## config.mk

```make
export PLATFORM = sky130hd
export DESIGN_NAME = htw_div
export DESIGN_NICKNAME = d
export VERILOG_FILES = /design/src/rtl/core/assert_macros.svh /design/src/rtl/core/htw_pkg.sv /design/src/rtl/core/htw_div.sv
export SDC_FILE = /design/constraint.sdc
export NUM_CORES = 1
export LEC_CHECK = 0
export BUFFER_PORTS_ARGS = -buffer_cell sky130_fd_sc_hd__clkbuf_2
export CAP_MARGIN = 20
export CORE_UTILIZATION = 45
export CTS_BUF_LIST = sky130_fd_sc_hd__clkbuf_4 sky130_fd_sc_hd__clkbuf_8 sky130_fd_sc_hd__clkbuf_16
export CTS_CLUSTER_SIZE = 14
export DETAILED_ROUTE_END_ITERATION = 7
export HOLD_SLACK_MARGIN = 0.1
export PLACE_DENSITY = 0.68
export RECOVER_POWER = 25
export SLEW_MARGIN = 20
export SYNTH_ARGS = -nofsm -noshare
export SYNTH_HDL_FRONTEND = slang
export SYNTH_SLANG_ARGS = --single-unit
```

## constraint.sdc

```tcl
create_clock -name clk -period 2.45 [get_ports clk]
set_input_delay 0.245 -clock clk [delete_from_list [all_inputs] [get_ports clk]]
set_output_delay 0.245 -clock clk [all_outputs]
set_load 0.01 [all_outputs]
```

## src/rtl/core/assert_macros.svh

```systemverilog
// assertion macros used by the rtl top, hashed_timer_wheel.sv
// no dependencies
`ifndef ASSERT_MACROS_SVH
`define ASSERT_MACROS_SVH

// same-cycle implication
`define HTW_ASSERT_IMP(label, clk, rst_n, ante, cons) \
	label: assert property (@(posedge clk) disable iff (!rst_n) (ante) |-> (cons)) \
		else $error("assertion failed");

// next-cycle implication
`define HTW_ASSERT_NXT(label, clk, rst_n, ante, cons) \
	label: assert property (@(posedge clk) disable iff (!rst_n) (ante) |=> (cons)) \
		else $error("assertion failed");

`endif

```

## src/rtl/core/htw_pkg.sv

```systemverilog
// timer wheel package: sizes, codes and divider interface types
// no dependencies
package htw_pkg;

	localparam int TIMERS      = 64;
	localparam int SLOTS       = 4096;
	localparam int MAX_RESULTS = 64;

	localparam int ID_W   = $clog2(TIMERS);
	localparam int SLOT_W = $clog2(SLOTS);
	localparam int LINK_W = ID_W + 1;
	localparam int PREV_W = SLOT_W + 1;
	localparam int CNT_W  = 7;
	localparam int RES_W  = 16;
	localparam int WS_W   = 13;
	localparam int DIV_W  = 33;
	localparam int DVS_W  = 16;

	localparam logic [LINK_W-1:0] NIL = LINK_W'(TIMERS);

	localparam logic [1:0] KIND_ADD  = 2'd0;
	localparam logic [1:0] KIND_DEL  = 2'd1;
	localparam logic [1:0] KIND_TICK = 2'd2;

	localparam logic [1:0] CFG_RES   = 2'd0;
	localparam logic [1:0] CFG_SLOTS = 2'd1;

	typedef struct packed {
		logic             start;
		logic [DIV_W-1:0] dividend;
		logic [DVS_W-1:0] divisor;
	} div_req_t;

	typedef struct packed {
		logic             done;
		logic [DIV_W-1:0] quot;
		logic [DVS_W-1:0] rem;
	} div_rsp_t;

endpackage

```

## src/rtl/core/htw_div.sv

```systemverilog
// iterative restoring divider, one quotient bit per cycle
// depends on htw_pkg
module htw_div import htw_pkg::*; (
	input  logic     clk,
	input  logic     arst_n,
	input  div_req_t req,
	output div_rsp_t rsp
);

	localparam int STEP_W = $clog2(DIV_W + 1);

	logic [DVS_W-1:0]  rem_q;
	logic [DIV_W-1:0]  quot_q;
	logic [DVS_W-1:0]  dvs_q;
	logic [STEP_W-1:0] cnt_q;
	logic              busy_q;
	logic              done_q;
	logic [DVS_W:0]    trial;
	logic [DVS_W:0]    diff;

	assign trial = {rem_q, quot_q[DIV_W-1]};
	assign diff  = trial - {1'b0, dvs_q};

	always_ff @(posedge clk or negedge arst_n) begin
		if (!arst_n) begin
			busy_q <= 1'b0;
			done_q <= 1'b0;
			cnt_q  <= '0;
		end else begin
			done_q <= 1'b0;
			if (req.start) begin
				busy_q <= 1'b1;
				cnt_q  <= '0;
			end else if (busy_q) begin
				cnt_q <= cnt_q + STEP_W'(1);
				if (cnt_q == STEP_W'(DIV_W - 1)) begin
					busy_q <= 1'b0;
					done_q <= 1'b1;
				end
			end
		end
	end

	always_ff @(posedge clk) begin
		if (req.start) begin
			rem_q  <= '0;
			quot_q <= req.dividend;
			dvs_q  <= req.divisor;
		end else if (busy_q) begin
			if (trial >= {1'b0, dvs_q}) begin
				rem_q  <= diff[DVS_W-1:0];
				quot_q <= {quot_q[DIV_W-2:0], 1'b1};
			end else begin
				rem_q  <= trial[DVS_W-1:0];
				quot_q <= {quot_q[DIV_W-2:0], 1'b0};
			end
		end
	end

	assign rsp.done = done_q;
	assign rsp.quot = quot_q;
	assign rsp.rem  = rem_q;

endmodule

```

==> Yosys cells after proc, flatten, opt, wreduce, memory -nomap -nowiden <==
Index checks and enable logic that the tools add are counted.
{ "word_totals": {"register_bits": 73, "inputBits": 52, "out_inout_bits": 50, "word_cells": 23} }
{ "classes": {"addsub": 2, "order_cmp": 1, "n_eq_ne": 1, "mux": 12, "reduce_logical": 1} }
{ "op_table": {"columns": ["operator", "n"], "rows": [
  ["33-bit two-way mux", 2],
  ["17-bit by 16-bit >= comparator with 1-bit output", 1],
  ["16-bit two-way mux", 1],
  ["16-bit subtractor", 1],
  ["6-bit two-way mux", 2],
  ["1-bit two-way mux", 7],
  ["6-bit by 1-bit adder with 6-bit output, second input constant", 1],
  ["6-bit equality test, second input constant", 1],
  ["2-bit nonzero test", 1]
]} }

==> Logic depth before layout (Yosys ltp) <==
{ "depth": {"ltp_word": 4, "depth_mapped": 9, "depth_no_buf": 9} }

==> Least setup slack after synthesis <==
No wires, ideal clock.
{ "synth_timing": {"path_kind": "reg-to-reg", "from": "reg quot_q[32]", "to": "reg rem_q[10]", "setup_ps": 143, "t_arrival_ps": 2174, "required_ps": 2307, "setup_slack_ps": 133, "path_stages_with_launch": 10, "path_buffers": 0, "period_less_slack_ps": 2317, "path_cell_list": "edfxtp_1 inv_1 ha_1 fa_1 nand2b_1 a211o_1 a21boi_4 o21ai_0 a2111oi_2 a2111oi_1"} }
{ "synth_via": {"elab_chain_len": 2, "elab_cells_between_ends": 3, "classes_between": "add/sub: 1; order compare: 1; mux: 1"} }
{ "synth_lines": {"columns": ["item", "line_no", "source"], "rows": [
  ["start: declaration", "htw_div.sv:13", "logic [DIV_W-1:0] quot_q;"],
  ["start signal: assignment", "htw_div.sv:47", "quot_q <= req.dividend;"],
  ["start signal: assignment", "htw_div.sv:52", "quot_q <= {quot_q[DIV_W-2:0], 1'b1};"],
  ["start signal: assignment", "htw_div.sv:55", "quot_q <= {quot_q[DIV_W-2:0], 1'b0};"],
  ["16-bit subtractor / 17-bit by 16-bit >= comparator with 1-bit output (equally long branches)", "htw_div.sv:22, htw_div.sv:50", null],
  ["16-bit two-way mux (*)", "htw_div.sv:50", "if (trial >= {1'b0, dvs_q}) begin"],
  ["end signal: assignment", "htw_div.sv:51", "rem_q <= diff[DVS_W-1:0];"],
  ["end signal: assignment", "htw_div.sv:54", "rem_q <= trial[DVS_W-1:0];"],
  ["end: declaration", "htw_div.sv:12", "logic [DVS_W-1:0] rem_q;"]
]} }
Mark *: on every way between the ends. The rest lies on a longest branch, timed or not.
A chain may end at the register's enable or synchronous reset.

==> Worst setup path in the final report <==
{ "layout_timing": {"from": "reg quot_q[32]", "to": "reg rem_q[14]"} }
Same word-level chain as after synthesis.

==> results.json <==
{
  "status": "finished, final reports clean",
  "slew_headroom_pct": 39.4,
  "port_buffers": 101,
  "min_period_ns": 2.36,
  "setup_viol": 0,
  "maxCapViolations": 0,
  "synthCells": 346,
  "yosysWarnings": 0,
  "critPathArrivalTime_ns": 2.59,
  "crit_required_ns": 2.68,
  "gr-usage-all-layers_pct": 19.9,
  "overflow": 0,
  "area_delta_synth_final_pct": 26.9,
  "cts.path.max_buffers": 2,
  "numCtsBuffers": 9,
  "p_int_uw": 2110,
  "drive_above_1_share_pct": 41.8,
  "ys_seq_elements": 73,
  "end_kind": "register",
  "max_stage_delay_ns": 0.36,
  "cts_sinks": 73,
  "clock_latency_ns": 0.36,
  "criticalPathCategory": "reg2reg",
  "finalCritPeriodShare_pct": 96.5,
  "ios": 102,
  "vias": 3194,
  "cp_max_fo": 3,
  "p_leak_uw": 0.00229,
  "wl_per_cell_um": 15.5,
  "synth_edf_count": 49,
  "yosysTopAreaCell": "edfxtp_1",
  "firstDrtPassIters": 4,
  "finalHoldViolations": 0,
  "power_density_mw_per_mm2": 557,
  "pwr-share-comb_pct": 15.4,
  "synthFlopType": "edfxtp_1",
  "path_clk_slew_ns": 0.09,
  "grt_first_pass_wirelength_mm": 14.9,
  "crit_path_start_kind": "register",
  "yosysMostFrequentCell": "edfxtp_1",
  "vias_per_cell": 5.38,
  "syn_area_mm2": 0.00406,
  "synth_common_cells": "edfxtp_1 (49), mux2_2 (33), nor2_1 (25), inv_1 (23)",
  "drtIter0Drc": 194,
  "switchingPower_uw": 754,
  "layout.nets": 552,
  "synth_top_area_share_pct": 36.3,
  "synth_area_leaders": "edfxtp_1 (36%), mux2_2 (9.2%), dfxtp_1 (7.9%)",
  "synth_nets": 417,
  "hold_class": "in2reg",
  "async_flop_share_pct": 11.0,
  "cts_tree": "yes",
  "wl_mm": 9.21,
  "seq_power_share_pct": 50.8,
  "cts_root_buffer": "clkbuf_8",
  "ys_seq_area_share_pct": 49.1,
  "synth_cell_types": 58,
  "ant_nets": 0,
  "diodes": 0,
  "ir_drop_v": 0.000345,
  "swShare_pct": 26.3,
  "die-area_mm2": 0.00940,
  "dp_hpwl_mm": 6.72,
  "grt_max_degree": 36,
  "cp_slowest_cell": "edfxtp_1",
  "pwr-share-clk_pct": 33.7,
  "p_total_uw": 2870,
  "slew_violations": 0,
  "gp_routability_congestion": 0.861,
  "die_h_um": 97.0,
  "initial_core_util_pct": 46.5,
  "die_w_um": 97.0,
  "drt_drc_violations_left": 0,
  "max_freq_mhz": 423,
  "grt_pass1_vias": 3149,
  "antenna_found_initial": 0,
  "core_area_mm2": 0.00872,
  "synth.avg_cell_area_um2": 11.7,
  "fin_skew_ns": 0.0139,
  "tightest_slew_ns": 0.909,
  "tns_ns": 0,
  "worstPathCellList": "inv_1, ha_2, fa_2, nand2b_4, a211o_1, a21boi_4, buf_4, o21ai_0, a211oi_1, o221ai_1",
  "placementRows": 34,
  "htreeDepth": 3
}
-- worst max-delay path: cells and delay by family (launching register included) --
kind,cells,cell delay (ns)
buf+inv,2,0.19
simple gates,1,0.16
flops,1,0.36
fa+ha+maj,2,0.53
compound gates,5,1.00
-- area by class of cell --
cell class / count / area [um^2]
Fill cell: 763 / 3570
Sequential cell: 73 / 1990
Multi-Input combinational cell: 235 / 1910
Timing Repair Buffer: 139 / 828
Tap cell: 108 / 135
Clock buffer: 9 / 124
Inverter: 23 / 86.3
Clock inverter: 7 / 76.3
-- logic make-up after synthesis --
kind of cell	share of synthesized area, %
simple gates	13.3
buf+inv	4.38
xor+xnor	2.37
compound gates	15.4
mux	9.40
fa+ha+maj	6.04
flops	49.1
-- sequential cells by signal, summed over array words and instances (netlist names) --
name and cells:
dvs_q 16, cnt_q 6, quot_q 33, done_q 1, busy_q 1, rem_q 16
-- stage by stage --
stage               std cells  area, um^2  hold slack [ns]  utilization [%]  setup slack [ns]
floorplan                 346        4060          -0.0506                -             0.133
global placement          557        4730           0.0983             54.3            0.0496
detailed placement        557        4730            0.102             54.3          -0.00776
CTS                       592        5120            0.168             58.7           0.00211
global route              594        5150            0.170             59.1          -0.00404
finish                    594        5150            0.181             59.1            0.0860
-- final timing paths --
| kind | to | cells after the start | startpoint | slack (ns) |
|---|---|---|---|---|
| min in group asynchronous | cnt_q[5] | 2 | arst_n | 0.33 |
| setup reg to reg | rem_q[14] | 10 | quot_q[32] | 0.09 |
| setup / recovery | rem_q[14] | 10 | quot_q[32] | 0.09 |
| max in group asynchronous | cnt_q[0] | 2 | arst_n | 1.82 |
| hold reg to reg | rem_q[1] | 2 | rem_q[0] | 0.54 |
| hold / removal | quot_q[14] | 2 | req[30] | 0.18 |
-- metal layers --
metal / track usage, % / share of wire (%) / up-vias
met3: 5.35 / 7.1 / 9
met4: 7.92 / 1.0 / 0
met2: 32.6 / 48 / 111
met5: 0 / 0 / -
li1: - / - / 1571
met1: 25.0 / 44 / 1503
-- placed cells by master, fill, tap and decap left out, types with 4 or more instances in the layout --
cell type	n
dfrtp_1	8
o211ai_1	4
buf_4	18
inv_1	23
xor2_1	6
a21o_1	5
clkbuf_8	9
ha_1	16
nor2_1	25
a311oi_2	8
or3_1	8
nand2_1	18
nand4_1	6
o21ai_0	10
o21ai_1	9
edfxtp_1	49
dlygate4sd3_1	17
mux2_2	33
clkbuf_2	100
dfxtp_1	16
nand3_1	5
a21oi_1	17
xnor2_1	5
nand2b_1	6
-- power groups by stage --
stage | sequential, uW | clock (uW) | combinational [uW]
5_1_grt | 1470 | 1040 | 484
3_5_place_dp | 1480 | 0 | 416
3_3_place_gp | 1480 | 0 | 408
2_1_floorplan | 1510 | 0 | 222
4_1_cts | 1460 | 992 | 439
6_report | 1460 | 967 | 442
-- repair_timing --
action,4_1_cts,5_1_grt
pin swaps,1,5
buffers inserted,2,2
endpoints found under the setup margin,1,4
resized for setup,0,7
hold buffers,17,0
hold endpoints to repair,24,0
Note: power is estimated with default switching activity, not from simulation.
